--- config.mk ---
export PLATFORM = sky130hd
export DESIGN_NAME = xmodem_checksum_receiver
export DESIGN_NICKNAME = d
export VERILOG_FILES = /design/src/rtl/xcr_pkg.sv /design/src/rtl/xmodem_checksum_receiver.sv
export SDC_FILE = /design/constraint.sdc
export NUM_CORES = 1
export LEC_CHECK = 0
export ABC_AREA = 1
export BUFFER_PORTS_ARGS = -buffer_cell sky130_fd_sc_hd__buf_2
export CAP_MARGIN = 15
export CORE_MARGIN = 2
export CORE_UTILIZATION = 25
export CTS_CLUSTER_DIAMETER = 200
export DETAILED_ROUTE_END_ITERATION = 8
export GPL_TIMING_DRIVEN = 0
export SYNTH_ARGS = -nofsm -noshare
export SYNTH_HDL_FRONTEND = slang
export SYNTH_SLANG_ARGS = --single-unit
--- constraint.sdc ---
create_clock -name clk_i -period 5.4 [get_ports clk_i]
set_input_delay 0.54 -clock clk_i [delete_from_list [all_inputs] [get_ports clk_i]]
set_output_delay 0.54 -clock clk_i [all_outputs]
set_load 0.01 [all_outputs]
--- src/rtl/xcr_pkg.sv ---
// Shared constants for the XMODEM checksum receiver.
// Control characters, phase codes, result event codes, item kinds and configuration.
// No dependencies.
package xcr_pkg;

  // serial control characters
  localparam logic [7:0] CH_SOH = 8'h01;
  localparam logic [7:0] CH_EOT = 8'h04;
  localparam logic [7:0] CH_ACK = 8'h06;
  localparam logic [7:0] CH_NAK = 8'h15;
  localparam logic [7:0] CH_CAN = 8'h18;
  localparam logic [7:0] CH_PAD = 8'h1A;
  localparam logic [7:0] CH_ALL_ONES = 8'hFF;

  // receive phases
  localparam logic [2:0] PH_AWAIT = 3'd0;
  localparam logic [2:0] PH_NUM   = 3'd1;
  localparam logic [2:0] PH_COMP  = 3'd2;
  localparam logic [2:0] PH_DATA  = 3'd3;
  localparam logic [2:0] PH_SUM   = 3'd4;
  localparam logic [2:0] PH_DONE  = 3'd5;

  // result events
  localparam logic [1:0] EV_STORE = 2'd0;
  localparam logic [1:0] EV_REPLY = 2'd1;
  localparam logic [1:0] EV_DONE  = 2'd2;
  localparam logic [1:0] EV_ABORT = 2'd3;

  // item kinds
  localparam logic CMD_BYTE = 1'b0;
  localparam logic CMD_TICK = 1'b1;

  // configuration
  localparam int unsigned NAK_W = 21;
  localparam logic [NAK_W-1:0] NAK_INTERVAL_RST = 21'd2000000;
  localparam logic REG_NAK_INTERVAL = 1'b0;

endpackage

--- src/rtl/xmodem_checksum_receiver.sv ---
// XMODEM receiver, 8-bit additive checksum, one byte or tick per word.
// Frame checking, buffer write generation, reply and completion events.
// Depends on xcr_pkg.
//
//  channel  | dir | handshake                 | payload
//  ---------+-----+---------------------------+--------------------------------
//  in       | in  | in_valid_i / in_ready_o   | cmd_i, rx_byte_i
//  out      | out | out_valid_o / out_ready_i | event_res_o, tx_byte_o,
//           |     |                           | store_addr_o, store_data_o,
//           |     |                           | final_length_o
//  cfg      | in  | APB psel/penable/pready   | nak_interval at byte address 0
//
// One word accepted per cycle while in_ready_o is high; its result (if any) sits in the
// output register in the cycle after acceptance.
// in_ready_o drops only while a result is held and out_ready_i is low.
// Async active-low reset returns to awaiting a command byte, block 1,
// nak_interval = 2000000. After completion or abort all words are
// swallowed until reset.
module xmodem_checksum_receiver #(
  parameter int unsigned BLOCK_BYTES = 128,
  parameter int unsigned ADDR_WIDTH  = 24
) (
  input  logic                  clk_i,
  input  logic                  rst_ni,
  // input words
  input  logic                  in_valid_i,
  output logic                  in_ready_o,
  input  logic                  cmd_i,
  input  logic [7:0]            rx_byte_i,
  // results
  output logic                  out_valid_o,
  input  logic                  out_ready_i,
  output logic [1:0]            event_res_o,
  output logic [7:0]            tx_byte_o,
  output logic [ADDR_WIDTH-1:0] store_addr_o,
  output logic [7:0]            store_data_o,
  output logic [ADDR_WIDTH-1:0] final_length_o,
  // configuration
  input  logic                  psel,
  input  logic                  penable,
  input  logic                  pwrite,
  input  logic [2:0]            paddr,
  input  logic [31:0]           pwdata,
  output logic [31:0]           prdata,
  output logic                  pready
);
  import xcr_pkg::*;

  localparam int unsigned AW   = ADDR_WIDTH;
  localparam int unsigned IDXW = $clog2(BLOCK_BYTES + 1);
  localparam logic [IDXW-1:0] LAST_IDX  = IDXW'(BLOCK_BYTES - 1);
  localparam logic [IDXW-1:0] BLK_CNT   = IDXW'(BLOCK_BYTES);
  localparam logic [AW:0]     BLK_LEN   = (AW+1)'(BLOCK_BYTES);
  localparam logic [AW+1:0]   BLK_LEN_X = (AW+2)'(BLOCK_BYTES);
  localparam logic [AW+1:0]   ADDR_SPAN = (AW+2)'(1) << AW;
  localparam logic [AW:0]     MIN_TRIM  = (AW+1)'(3);

  // ---------------------------------------------------------------- config
  logic [NAK_W-1:0] nak_interval_q;
  logic             cfg_wr;

  assign pready = 1'b1;
  assign cfg_wr = psel && penable && pwrite && (paddr[2] == REG_NAK_INTERVAL);
  assign prdata = (paddr[2] == REG_NAK_INTERVAL) ? {{(32-NAK_W){1'b0}}, nak_interval_q}
                                                  : 32'd0;

  always_ff @(posedge clk_i or negedge rst_ni) begin
    if (!rst_ni) begin
      nak_interval_q <= NAK_INTERVAL_RST;
    end else if (cfg_wr) begin
      nak_interval_q <= pwdata[NAK_W-1:0];
    end
  end

  // ---------------------------------------------------------------- state
  logic [2:0]       phase_q, phase_d;
  logic [7:0]       exp_block_q, exp_block_d;
  logic             hdr_bad_q, hdr_bad_d;
  logic [7:0]       cap_num_q, cap_num_d;
  logic [IDXW-1:0]  byte_idx_q, byte_idx_d;
  logic [7:0]       run_sum_q, run_sum_d;
  logic [AW:0]      commit_len_q, commit_len_d;
  logic             started_q, started_d;
  logic [NAK_W-1:0] idle_ticks_q, idle_ticks_d;
  logic [AW:0]      tail_pad_q, tail_pad_d;
  logic [IDXW-1:0]  blk_pad_q, blk_pad_d;

  logic             in_fire;
  logic             out_valid_q;

  // next result
  logic             res_vld;
  logic [1:0]       res_ev;
  logic [7:0]       res_tx;
  logic [AW-1:0]    res_addr;
  logic [7:0]       res_data;
  logic [AW-1:0]    res_len;

  // datapath helpers
  logic [NAK_W-1:0] ticks_inc;
  logic [AW:0]      addr_sum;
  logic [AW:0]      trim;
  logic [AW:0]      len_full;
  logic [AW+1:0]    next_end;
  logic [7:0]       sum_next;

  assign in_ready_o = !out_valid_q || out_ready_i;
  assign in_fire    = in_valid_i && in_ready_o;

  assign ticks_inc = idle_ticks_q + NAK_W'(1);
  assign addr_sum  = commit_len_q + (AW+1)'(byte_idx_q);
  assign next_end  = {1'b0, commit_len_q} + BLK_LEN_X;
  assign sum_next  = run_sum_q + rx_byte_i;

  always_comb begin
    trim = (tail_pad_q >= MIN_TRIM) ? tail_pad_q : '0;
    if (trim > commit_len_q) begin
      trim = commit_len_q;
    end
    len_full = commit_len_q - trim;
  end

  always_comb begin
    phase_d      = phase_q;
    exp_block_d  = exp_block_q;
    hdr_bad_d    = hdr_bad_q;
    cap_num_d    = cap_num_q;
    byte_idx_d   = byte_idx_q;
    run_sum_d    = run_sum_q;
    commit_len_d = commit_len_q;
    started_d    = started_q;
    idle_ticks_d = idle_ticks_q;
    tail_pad_d   = tail_pad_q;
    blk_pad_d    = blk_pad_q;
    res_vld      = 1'b0;
    res_ev       = EV_STORE;
    res_tx       = 8'd0;
    res_addr     = '0;
    res_data     = 8'd0;
    res_len      = '0;

    if (in_fire && (phase_q != PH_DONE)) begin
      if (cmd_i == CMD_TICK) begin
        // ticks only matter while waiting for the sender's first block
        if ((phase_q == PH_AWAIT) && !started_q) begin
          if (ticks_inc >= nak_interval_q) begin
            idle_ticks_d = '0;
            res_vld      = 1'b1;
            res_ev       = EV_REPLY;
            res_tx       = CH_NAK;
          end else begin
            idle_ticks_d = ticks_inc;
          end
        end
      end else begin
        case (phase_q)
          PH_AWAIT: begin
            idle_ticks_d = '0;
            if (rx_byte_i == CH_EOT) begin
              phase_d = PH_DONE;
              res_vld = 1'b1;
              res_ev  = EV_DONE;
              res_tx  = CH_ACK;
              res_len = len_full[AW-1:0];
            end else if (rx_byte_i == CH_CAN) begin
              phase_d = PH_DONE;
              res_vld = 1'b1;
              res_ev  = EV_ABORT;
            end else if (rx_byte_i == CH_SOH) begin
              started_d = 1'b1;
              if (next_end > ADDR_SPAN) begin
                phase_d = PH_DONE;
                res_vld = 1'b1;
                res_ev  = EV_ABORT;
              end else begin
                phase_d = PH_NUM;
              end
            end else if (started_q) begin
              phase_d = PH_DONE;
              res_vld = 1'b1;
              res_ev  = EV_ABORT;
            end
          end
          PH_NUM: begin
            cap_num_d = rx_byte_i;
            hdr_bad_d = (rx_byte_i != exp_block_q);
            phase_d   = PH_COMP;
          end
          PH_COMP: begin
            if ((cap_num_q ^ rx_byte_i) != CH_ALL_ONES) begin
              hdr_bad_d = 1'b1;
            end
            byte_idx_d = '0;
            run_sum_d  = 8'd0;
            blk_pad_d  = '0;
            phase_d    = PH_DATA;
          end
          PH_DATA: begin
            run_sum_d  = sum_next;
            blk_pad_d  = (rx_byte_i == CH_PAD) ? blk_pad_q + IDXW'(1) : '0;
            byte_idx_d = byte_idx_q + IDXW'(1);
            if (byte_idx_q == LAST_IDX) begin
              phase_d = PH_SUM;
            end
            res_vld  = 1'b1;
            res_ev   = EV_STORE;
            res_addr = addr_sum[AW-1:0];
            res_data = rx_byte_i;
          end
          PH_SUM: begin
            phase_d = PH_AWAIT;
            res_vld = 1'b1;
            res_ev  = EV_REPLY;
            if (hdr_bad_q || (run_sum_q != rx_byte_i)) begin
              res_tx = CH_NAK;
            end else begin
              res_tx       = CH_ACK;
              exp_block_d  = exp_block_q + 8'd1;
              commit_len_d = commit_len_q + BLK_LEN;
              // an all-pad block extends the trailing run, else the run restarts
              if (blk_pad_q >= BLK_CNT) begin
                tail_pad_d = tail_pad_q + BLK_LEN;
              end else begin
                tail_pad_d = (AW+1)'(blk_pad_q);
              end
            end
          end
          default: begin
            phase_d = PH_DONE;
          end
        endcase
      end
    end
  end

  always_ff @(posedge clk_i or negedge rst_ni) begin
    if (!rst_ni) begin
      phase_q      <= PH_AWAIT;
      exp_block_q  <= 8'd1;
      hdr_bad_q    <= 1'b0;
      cap_num_q    <= 8'd0;
      byte_idx_q   <= '0;
      run_sum_q    <= 8'd0;
      commit_len_q <= '0;
      started_q    <= 1'b0;
      idle_ticks_q <= '0;
      tail_pad_q   <= '0;
      blk_pad_q    <= '0;
    end else begin
      phase_q      <= phase_d;
      exp_block_q  <= exp_block_d;
      hdr_bad_q    <= hdr_bad_d;
      cap_num_q    <= cap_num_d;
      byte_idx_q   <= byte_idx_d;
      run_sum_q    <= run_sum_d;
      commit_len_q <= commit_len_d;
      started_q    <= started_d;
      idle_ticks_q <= idle_ticks_d;
      tail_pad_q   <= tail_pad_d;
      blk_pad_q    <= blk_pad_d;
    end
  end

  // ---------------------------------------------------------------- output register
  logic           out_valid_d;
  logic [1:0]     ev_q;
  logic [7:0]     tx_q;
  logic [AW-1:0]  addr_q;
  logic [7:0]     data_q;
  logic [AW-1:0]  len_q;

  always_comb begin
    out_valid_d = out_valid_q;
    if (in_fire) begin
      out_valid_d = res_vld;
    end else if (out_ready_i) begin
      out_valid_d = 1'b0;
    end
  end

  always_ff @(posedge clk_i or negedge rst_ni) begin
    if (!rst_ni) begin
      out_valid_q <= 1'b0;
    end else begin
      out_valid_q <= out_valid_d;
    end
  end

  always_ff @(posedge clk_i) begin
    if (in_fire && res_vld) begin
      ev_q   <= res_ev;
      tx_q   <= res_tx;
      addr_q <= res_addr;
      data_q <= res_data;
      len_q  <= res_len;
    end
  end

  assign out_valid_o    = out_valid_q;
  assign event_res_o    = ev_q;
  assign tx_byte_o      = tx_q;
  assign store_addr_o   = addr_q;
  assign store_data_o   = data_q;
  assign final_length_o = len_q;

  // ---------------------------------------------------------------- checks
  a_done_sticky: assert property (@(posedge clk_i) disable iff (!rst_ni)
    (phase_q == PH_DONE) |=> (phase_q == PH_DONE))
    else $error("receiver left the finished phase");

  a_idx_bound: assert property (@(posedge clk_i) disable iff (!rst_ni)
    (phase_q == PH_DATA) |-> (byte_idx_q < BLK_CNT))
    else $error("payload index past block end");

  a_sum_reply: assert property (@(posedge clk_i) disable iff (!rst_ni)
    (in_fire && (cmd_i == CMD_BYTE) && (phase_q == PH_SUM))
      |=> (out_valid_o && (event_res_o == EV_REPLY)
           && ((tx_byte_o == CH_ACK) || (tx_byte_o == CH_NAK))))
    else $error("checksum word gave no ACK/NAK reply");

endmodule

==> results of run 1 <==
power by group through the flow:
stage | sequential [W] | clock (W) | combinational [W]
floorplan | 0.00157 | 0 | 0.000169
detailed placement | 0.00157 | 0 | 0.000274
global placement | 0.00157 | 0 | 0.000265
global route | 0.00154 | 0.00135 | 0.000312
finish | 0.00154 | 0.00126 | 0.000271
CTS | 0.00154 | 0.00130 | 0.000275
worst max path at each step:
| stage | from | to | slack, ps | cells after the start |
|---|---|---|---|---|
| after global placement | idle_ticks_q[0] | store_addr_o[14] | -350 | 18 |
| after global routing | tail_pad_q[7] | final_length_o[21] | 160 | 29 |
| after floorplan | idle_ticks_q[0] | event_res_o[0] | 1090 | 18 |
| after CTS | tail_pad_q[7] | final_length_o[21] | 560 | 29 |
| after detailed placement | tail_pad_q[7] | final_length_o[21] | 610 | 29 |
| final | tail_pad_q[7] | final_length_o[21] | 530 | 29 |
sequential cells by signal (all words and copies together) (netlist names):
| signal | cells |
|---|---|
| nak_interval_q | 21 |
| cap_num_q | 8 |
| event_res_o | 2 |
| out_valid_o | 1 |
| final_length_o | 24 |
| started_q | 1 |
| tail_pad_q | 25 |
| exp_block_q | 8 |
| store_addr_o | 24 |
| hdr_bad_q | 1 |
| run_sum_q | 8 |
| idle_ticks_q | 21 |
| phase_q | 3 |
| byte_idx_q | 8 |
| tx_byte_o | 3 |
| store_data_o | 8 |
| commit_len_q | 18 |
| blk_pad_q | 8 |
what timing repair did:
item                                   CTS  global route
gates resized for setup                  0             0
endpoints found under the hold margin    3             0
hold buffers                             1             0
routing by layer:
metal,global-route usage,wire length (µm),part of all wire,up-vias
li1,-,-,-,5615
met5,0,11,0.00030,-
met3,0.0281,1880,0.052,31
met2,0.225,16500,0.46,302
met4,0.0351,599,0.017,2
met1,0.191,17200,0.48,5290
placed cells by master, fill, tap and decap left out, types with 16 or more instances in the layout:
cell type	synthesis	layout
edfxtp_1	61	61
conb_1	2	16
nand3_1	58	58
nand2_1	316	315
nor2_1	209	209
xor2_1	45	45
clkbuf_1	31	33
buf_4	22	22
buf_2	10	130
nor3_1	32	32
clkbuf_16	0	17
dfrtp_1	123	123
inv_1	226	226
ha_1	73	73
o21ai_0	112	112
nor2_2	17	17
nand4_1	28	28
a21oi_1	107	107
synth_stat cells, types with 28 or more instances:
library cell	instances	area, µm²
inv_1	226	848
nand2_1	316	1190
edfxtp_1	61	1830
nor2_1	209	785
xor2_1	45	394
o21ai_0	112	561
nand3_1	58	290
nand4_1	28	175
clkbuf_1	31	116
ha_1	73	913
dfrtp_1	123	3080
a21oi_1	107	536
nor3_1	32	160
critical path, delay by kind of cell (launching register included):
family,cells,cell delay [ps]
DFF,1,430
buffers and inverters,8,900
adders and majority gates,3,740
AOI/OAI and AO/OA,5,1030
and+or+nand+nor,13,1500
kinds of logic after synthesis:
| logic type | Yosys count | synth area share |
|---|---|---|
| xor gates and xnor gates | 49 | 0.0341 |
| buffers and inverters | 309 | 0.102 |
| other | 2 | 0.000596 |
| adders and majority gates | 74 | 0.0741 |
| AOI/OAI and AO/OA | 287 | 0.128 |
| and+or+nand+nor | 716 | 0.254 |
| DFF | 192 | 0.406 |
per-stage QoR:
step	power, W	std cells	utilization	TNS, ps
floorplan	0.00173	1643	-	0
global placement	0.00183	2436	0.282	-20010
detailed placement	0.00184	2437	0.283	0
CTS	0.00311	2470	0.294	0
global route	0.00321	2470	0.294	0
finish	0.00307	2470	0.294	0
layout make-up:
class	count	area [µm²]	share of cell area
multi-input cells	1142	6250	0.425
flip-flops and latches	192	5120	0.348
inverters	240	906	0.0616
well taps	672	841	0.0571
repair buffers	123	649	0.0441
clock buffers	19	433	0.0294
plain buffers	69	385	0.0262
clock inverters	13	130	0.00884
==> results.sh, run 1 <==
export IMPL_status="complete, no violations"
export IMPL_setup_ws_ps=532
export IMPL_antenna_left=0
export IMPL_power_frac_seq=0.501
export IMPL_power_leakage_nw=6.71
export IMPL_die_y_um=229
export IMPL_dp_worst_setup_slack_ps=606
export IMPL_slew_headroom=0.387
export IMPL_yosysWarnings=0
export IMPL_synth_area_per_cell_um2=7.74
export IMPL_ios=152
export IMPL_grt_pass1_vias=10900
export IMPL_post_dp_hpwl_mm=28.4
export IMPL_cp_required_ps=5620
export IMPL_min_to="nak_interval_q[19]"
export IMPL_powerDensity_mw_per_mm2=208
export IMPL_antenna_found_initial=2
export IMPL_final_period_utilization=0.901
export IMPL_synthArstFlopShare=0.682
export IMPL_synth_enable_flop_cells=61
export IMPL_slew_violations=0
export IMPL_hold_class="in -> reg"
export IMPL_route_detailed_drc=0
export IMPL_worstRegToRegCells=29
export IMPL_ir_drop_mv=0.160
export IMPL_r2r_end="final_length_o[21]"
export IMPL_hp_start="pwdata[19]"
export IMPL_hold_path_depth=3
export IMPL_finalHoldViolCount=0
export IMPL_fill_cells=5398
export IMPL_vias=11200
export IMPL_rows=82
export IMPL_core_mm2=0.0500
export IMPL_synth_cells=1629
export IMPL_stdcell_area_mm2=0.0147
export IMPL_cts_setup_buffers=0
export IMPL_grt_pass1_wl_mm=58.1
export IMPL_routed_wl_mm=36.3
export IMPL_clockRootBuffer="clkbuf_16"
export IMPL_num_antenna_cells=0
export IMPL_cts_tree="yes"
export IMPL_fmax_ghz=0.205
export IMPL_dr_pass1_iters=8
export IMPL_drive_above_1_share=0.148
export IMPL_clk_pin_slew_ps=70
export IMPL_cp_start_kind="register"
export IMPL_pwr_share_clk=0.410
export IMPL_synthesis_area_mm2=0.0126
export IMPL_cp_arrival_ps=5080
export IMPL_clk_latency_ps=470
export IMPL_fin_skew_ps=17.7
export IMPL_path_common_cell="inv_1"
export IMPL_cp_max_fo=10
export IMPL_nNetsFinal=1910
export IMPL_cts_made_buffers=17
export IMPL_dpl_cell_area_mm2=0.0141
export IMPL_path_class="reg -> reg"
export IMPL_gp_congestion=0.888
export IMPL_ctsHtreeMaxLevel=4
export IMPL_holdWs_ps=309
export IMPL_endpoint_kind="register"
export IMPL_ys_ff_latch=192
export IMPL_dieWidth_um=229
export IMPL_vias_per_cell=4.55
export IMPL_worstMarginPinSlew_ps=919
export IMPL_cts_buffer_depth=2
export IMPL_cts_sinks=192
export IMPL_grt_ovfl_total=0
export IMPL_crit_slowest_cell="dfrtp_1"
export IMPL_p_int_w=0.00227
export IMPL_rrSetupSlack_ps=530
export IMPL_rsz0062_at_grt="no"
export IMPL_areaGrowthSynthToFinish_pct=16.8
export IMPL_grt_usage=0.140
export IMPL_drv_cap=0
export IMPL_ys_types=63
export IMPL_die_area_mm2=0.0522
export IMPL_start_util=0.252
export IMPL_grt_max_degree=88
export IMPL_final_min_clock_period_ps=4870
export IMPL_synth_main_ff_cell="dfrtp_1"
export IMPL_p_sw_frac=0.259
export IMPL_setup_viol=0
export IMPL_timing_rr_start="tail_pad_q[7]"
export IMPL_seq_area_frac_synth=0.406
export IMPL_wl_per_cell_um=14.7
export IMPL_drtIter0Drc=768
export IMPL_slowest_delay_ps=430
export IMPL_p_sw_w=0.000793
export IMPL_power_frac_comb=0.088
export IMPL_port_buffers=121
Note: power is estimated with default switching activity, not from simulation.
==> inputs of run 2 (changes only) <==
- GPL_TIMING_DRIVEN: 0 -> 1
==> results.sh, run 2 (synthesis results as in run 1) <==
export IMPL_dieWidth_um=229
export IMPL_vias=11000
export IMPL_grt_pass1_wl_mm=56.2
export IMPL_areaGrowthSynthToFinish_pct=13.8
export IMPL_p_sw_frac=0.259
export IMPL_ios=152
export IMPL_rows=82
export IMPL_cp_arrival_ps=4810
export IMPL_slew_headroom=0.389
export IMPL_power_leakage_nw=6.50
export IMPL_core_mm2=0.0500
export IMPL_powerDensity_mw_per_mm2=209
export IMPL_final_min_clock_period_ps=4600
export IMPL_power_frac_comb=0.090
export IMPL_fmax_ghz=0.217
export IMPL_power_frac_seq=0.513
export IMPL_clk_pin_slew_ps=70
export IMPL_route_detailed_drc=0
export IMPL_grt_usage=0.135
export IMPL_antenna_found_initial=1
export IMPL_cp_required_ps=5610
export IMPL_cts_made_buffers=17
export IMPL_path_class="reg -> reg"
export IMPL_setup_ws_ps=800
export IMPL_finalHoldViolCount=0
export IMPL_clockRootBuffer="clkbuf_16"
export IMPL_nNetsFinal=1848
export IMPL_vias_per_cell=4.56
export IMPL_drtIter0Drc=691
export IMPL_num_antenna_cells=0
export IMPL_post_dp_hpwl_mm=27.1
export IMPL_p_sw_w=0.000777
export IMPL_hold_class="in -> async"
export IMPL_antenna_left=0
export IMPL_drv_cap=0
export IMPL_cts_buffer_depth=2
export IMPL_ir_drop_mv=0.160
export IMPL_port_buffers=122
export IMPL_top_register="tail_pad_q"
export IMPL_routed_wl_mm=35.4
export IMPL_gp_congestion=0.911
export IMPL_grt_max_degree=72
export IMPL_setup_viol=0
export IMPL_cts_resized=0
export IMPL_rsz0062_at_grt="no"
export IMPL_wl_per_cell_um=14.7
export IMPL_p_int_w=0.00222
export IMPL_cts_hold_buf=0
export IMPL_clk_latency_ps=460
export IMPL_final_cell_mix="nand2_1 (315), inv_1 (226), nor2_1 (209)"
export IMPL_fin_util=0.287
export IMPL_largest_reg_flops=25
export IMPL_pwr_share_clk=0.398
export IMPL_die_y_um=229
export IMPL_start_util=0.252
export IMPL_slew_violations=0
export IMPL_endpoint_kind="register"
export IMPL_die_area_mm2=0.0522
export IMPL_layout_commonest_cell="nand2_1"
export IMPL_drive_above_1_share=0.135
export IMPL_fin_skew_ps=15.8
export IMPL_cts_setup_buffers=0
export IMPL_grt_ovfl_total=0
export IMPL_final_period_utilization=0.852
export IMPL_grt_pass1_vias=10600
export IMPL_tns_ps=0
export IMPL_cts_tree="yes"
export IMPL_dp_worst_setup_slack_ps=917
export IMPL_worstMarginPinSlew_ps=916
export IMPL_status="complete, no violations"
export IMPL_dr_pass1_iters=5
export IMPL_ctsHtreeMaxLevel=4
export IMPL_holdWs_ps=87.9
export IMPL_cts_sinks=192
export IMPL_cp_max_fo=18
export IMPL_cp_start_kind="register"
## run 2: cell count changes in the layout (fill, tap and decap cells not counted), moves of 2 or more
cell	previous run	this run
buf_2	130	121
buf_4	22	7
clkinv_4	4	2
buf_6	5	1
inv_8	2	0
clkbuf_1	33	1
inv_6	2	4
clkinv_1	2	6
## run 2: per-layer routing
| metal | global-route usage | up-vias | routed length (µm) |
|---|---|---|---|
| met2 | 0.221 | 283 | 16300 |
| met1 | 0.181 | 5175 | 16800 |
| met3 | 0.0278 | 38 | 1700 |
| li1 | - | 5483 | - |
| met5 | 0 | - | 12 |
| met4 | 0.0362 | 2 | 658 |
## run 2: worst paths after layout
path | from | to | slack, ps | cells after the start
min in group clk_i | pwdata[17] | nak_interval_q[17] | 310 | 3
worst max-delay path | tail_pad_q[19] | final_length_o[20] | 800 | 25
worst max register to register | tail_pad_q[19] | final_length_o[20] | 800 | 25
max in group asynchronous | rst_ni | idle_ticks_q[4] | 4000 | 2
worst min-delay path | rst_ni | run_sum_q[6] | 90 | 1
worst min register to register | byte_idx_q[4] | byte_idx_q[4] | 490 | 1
## run 2: area by class of cell
type | count | area (µm²)
sequential | 192 | 5120
tap | 672 | 841
inverter | 240 | 906
clock inverter | 13 | 87.6
timing repair buffer | 130 | 689
clock buffer | 19 | 443
fill | 5386 | 35600
multi-input combinational | 1142 | 6250
## run 2: power groups by stage
stage	Sequential, W	Combinational [W]	Clock (W)
after global placement	0.00157	0.000259	0
after global routing	0.00154	0.000305	0.00129
final	0.00154	0.000269	0.00119
after CTS	0.00154	0.000271	0.00124
after detailed placement	0.00157	0.000269	0
after floorplan	0.00157	0.000169	0
## run 2: critical path, cell delays in order (launching register included)
cell and delay [ps]:
dfrtp_1 480, nor2_1 180, nand2_1 130, nor2_2 200
nand3_4 120, nand2_1 120, inv_1 50, ha_1 270
inv_1 60, nor2_1 90, nand3_1 100, nor3_1 220
nand3_2 100, nand2_2 270, buf_4 240, nand2_1 70
o21ai_0 80, ha_1 330, a21oi_1 290, o21ai_0 180
a21oi_1 250, nor2_1 70, a211oi_1 170, nand2_1 120
nor2_1 110, nor2_1 50
## run 2: through the flow
stage	power [W]	cell area, µm²	instances
finish	0.00300	14300	2408
global route	0.00314	14300	2408
CTS	0.00305	14300	2408
detailed placement	0.00184	13800	2376
global placement	0.00183	13800	2376
floorplan	0.00173	12700	1643
==> inputs of run 3 (changes only) <==
==> constraint.sdc (replaced) <==
create_clock -name clk_i -period 5.4 [get_ports clk_i]
set_input_delay 1.08 -clock clk_i [delete_from_list [all_inputs] [get_ports clk_i]]
set_output_delay 1.08 -clock clk_i [all_outputs]
set_load 0.01 [all_outputs]
==> results.sh, run 3 (synthesis results as in run 1) <==
export IMPL_cts_made_buffers=17
export IMPL_start_util=0.252
export IMPL_cp_required_ps=5640
export IMPL_grt_pass1_vias=10800
export IMPL_cp_max_fo=24
export IMPL_ctsHtreeMaxLevel=4
export IMPL_endpoint_kind="register"
export IMPL_antenna_found_initial=1
export IMPL_dieWidth_um=229
export IMPL_finalHoldViolCount=0
export IMPL_fill_cells=5378
export IMPL_use_met2=0.221
export IMPL_stdcell_area_mm2=0.0144
export IMPL_route_detailed_drc=0
export IMPL_cts_buffer_depth=2
export IMPL_ir_drop_mv=0.201
export IMPL_rows=82
export IMPL_worstMarginPinSlew_ps=920
export IMPL_final_cell_mix="nand2_1 (315), inv_1 (226), nor2_1 (209)"
export IMPL_clk_latency_ps=490
export IMPL_clockRootBuffer="clkbuf_16"
export IMPL_power_leakage_nw=6.53
export IMPL_final_period_utilization=0.833
export IMPL_tns_ps=0
export IMPL_path_class="reg -> reg"
export IMPL_powerDensity_mw_per_mm2=216
export IMPL_cp_arrival_ps=4740
export IMPL_nNetsFinal=1848
export IMPL_cts_hold_buf=0
export IMPL_hold_class="reg -> reg"
export IMPL_die_area_mm2=0.0522
export IMPL_path_common_cell="inv_1"
export IMPL_place_inst=2376
export IMPL_vias=11000
export IMPL_grt_pass1_wl_mm=57.5
export IMPL_cts_resized=0
export IMPL_dpl_cell_area_mm2=0.0138
export IMPL_gr_max_usage_layer="met2"
export IMPL_slew_headroom=0.387
export IMPL_multi_input_area_mm2=0.00625
export IMPL_gp_congestion=0.907
export IMPL_vias_per_cell=4.56
export IMPL_die_y_um=229
export IMPL_wl_per_cell_um=14.8
export IMPL_num_antenna_cells=0
export IMPL_rsz0062_at_grt="no"
export IMPL_grt_max_degree=91
export IMPL_status="complete, no violations"
export IMPL_fin_util=0.288
export IMPL_fmax_ghz=0.222
export IMPL_antenna_left=0
export IMPL_top_register="tail_pad_q"
export IMPL_final_min_clock_period_ps=4500
export IMPL_cp_start_kind="register"
export IMPL_clk_pin_slew_ps=80
export IMPL_drive_above_1_share=0.137
export IMPL_cts_setup_buffers=0
export IMPL_dr_pass1_iters=6
export IMPL_slowest_delay_ps=430
export IMPL_use_met1=0.185
export IMPL_core_mm2=0.0500
export IMPL_final_cells=2408
export IMPL_ios=152
export IMPL_fin_skew_ps=15.1
export IMPL_areaGrowthSynthToFinish_pct=14.2
export IMPL_drv_cap=0
export IMPL_layout_commonest_cell="nand2_1"
export IMPL_cts_sinks=192
export IMPL_grt_usage=0.141
export IMPL_largest_reg_flops=25
export IMPL_setup_viol=0
export IMPL_gr_usage_met3=0.0301
export IMPL_crit_slowest_cell="dfrtp_1"
export IMPL_routed_wl_mm=35.6
export IMPL_post_dp_hpwl_mm=27.2
export IMPL_grt_ovfl_total=0
export IMPL_regArea_mm2=0.00512
export IMPL_port_buffers=122
export IMPL_slew_violations=0
export IMPL_drtIter0Drc=710
export IMPL_cts_tree="yes"
[run 3: layer usage]
| layer | part of all wire | up-vias |
|---|---|---|
| met5 | 0.00042 | - |
| met4 | 0.029 | 2 |
| met3 | 0.045 | 53 |
| met2 | 0.45 | 283 |
| met1 | 0.47 | 5161 |
| li1 | - | 5472 |
[run 3: area by class of cell]
cell class / instances / area share
inverter: 240 / 0.0629
clock buffer: 21 / 0.0321
sequential: 192 / 0.356
multi-input combinational: 1142 / 0.434
tap: 672 / 0.0584
timing repair buffer: 130 / 0.0479
clock inverter: 11 / 0.00887
[run 3: stage by stage]
stage / total power, W / setup WS [ps] / hold WS (ps)
6_report: 0.00311 / 904 / 493
5_1_grt: 0.00327 / 465 / 526
3_3_place_gp: 0.00183 / 976 / 471
2_1_floorplan: 0.00173 / 1090 / 450
4_1_cts: 0.00318 / 934 / 498
3_5_place_dp: 0.00184 / 972 / 480
[run 3: final timing paths]
check,slack [ps],end,startpoint,depth (start not counted)
min reg2reg,490,run_sum_q[6],run_sum_q[6],2
min,490,run_sum_q[6],run_sum_q[6],2
min in group asynchronous,670,cap_num_q[0],rst_ni,1
max,900,final_length_o[21],tail_pad_q[7],26
max reg2reg,900,final_length_o[21],tail_pad_q[7],26
max in group asynchronous,3610,nak_interval_q[10],rst_ni,2
[run 3: worst max-delay path, delay by kind of cell, from the launching register on]
kind | cells | cell delay (ps)
compound gates | 5 | 940
fa+ha+maj | 3 | 790
simple gates | 12 | 1420
buf+inv | 6 | 650
flops | 1 | 430
[run 3: power breakdown]
group / internal, W / switching, W
clock network: 0.000712 / 0.000599
logic: 0.0000925 / 0.000173
registers: 0.00153 / 0.00000842
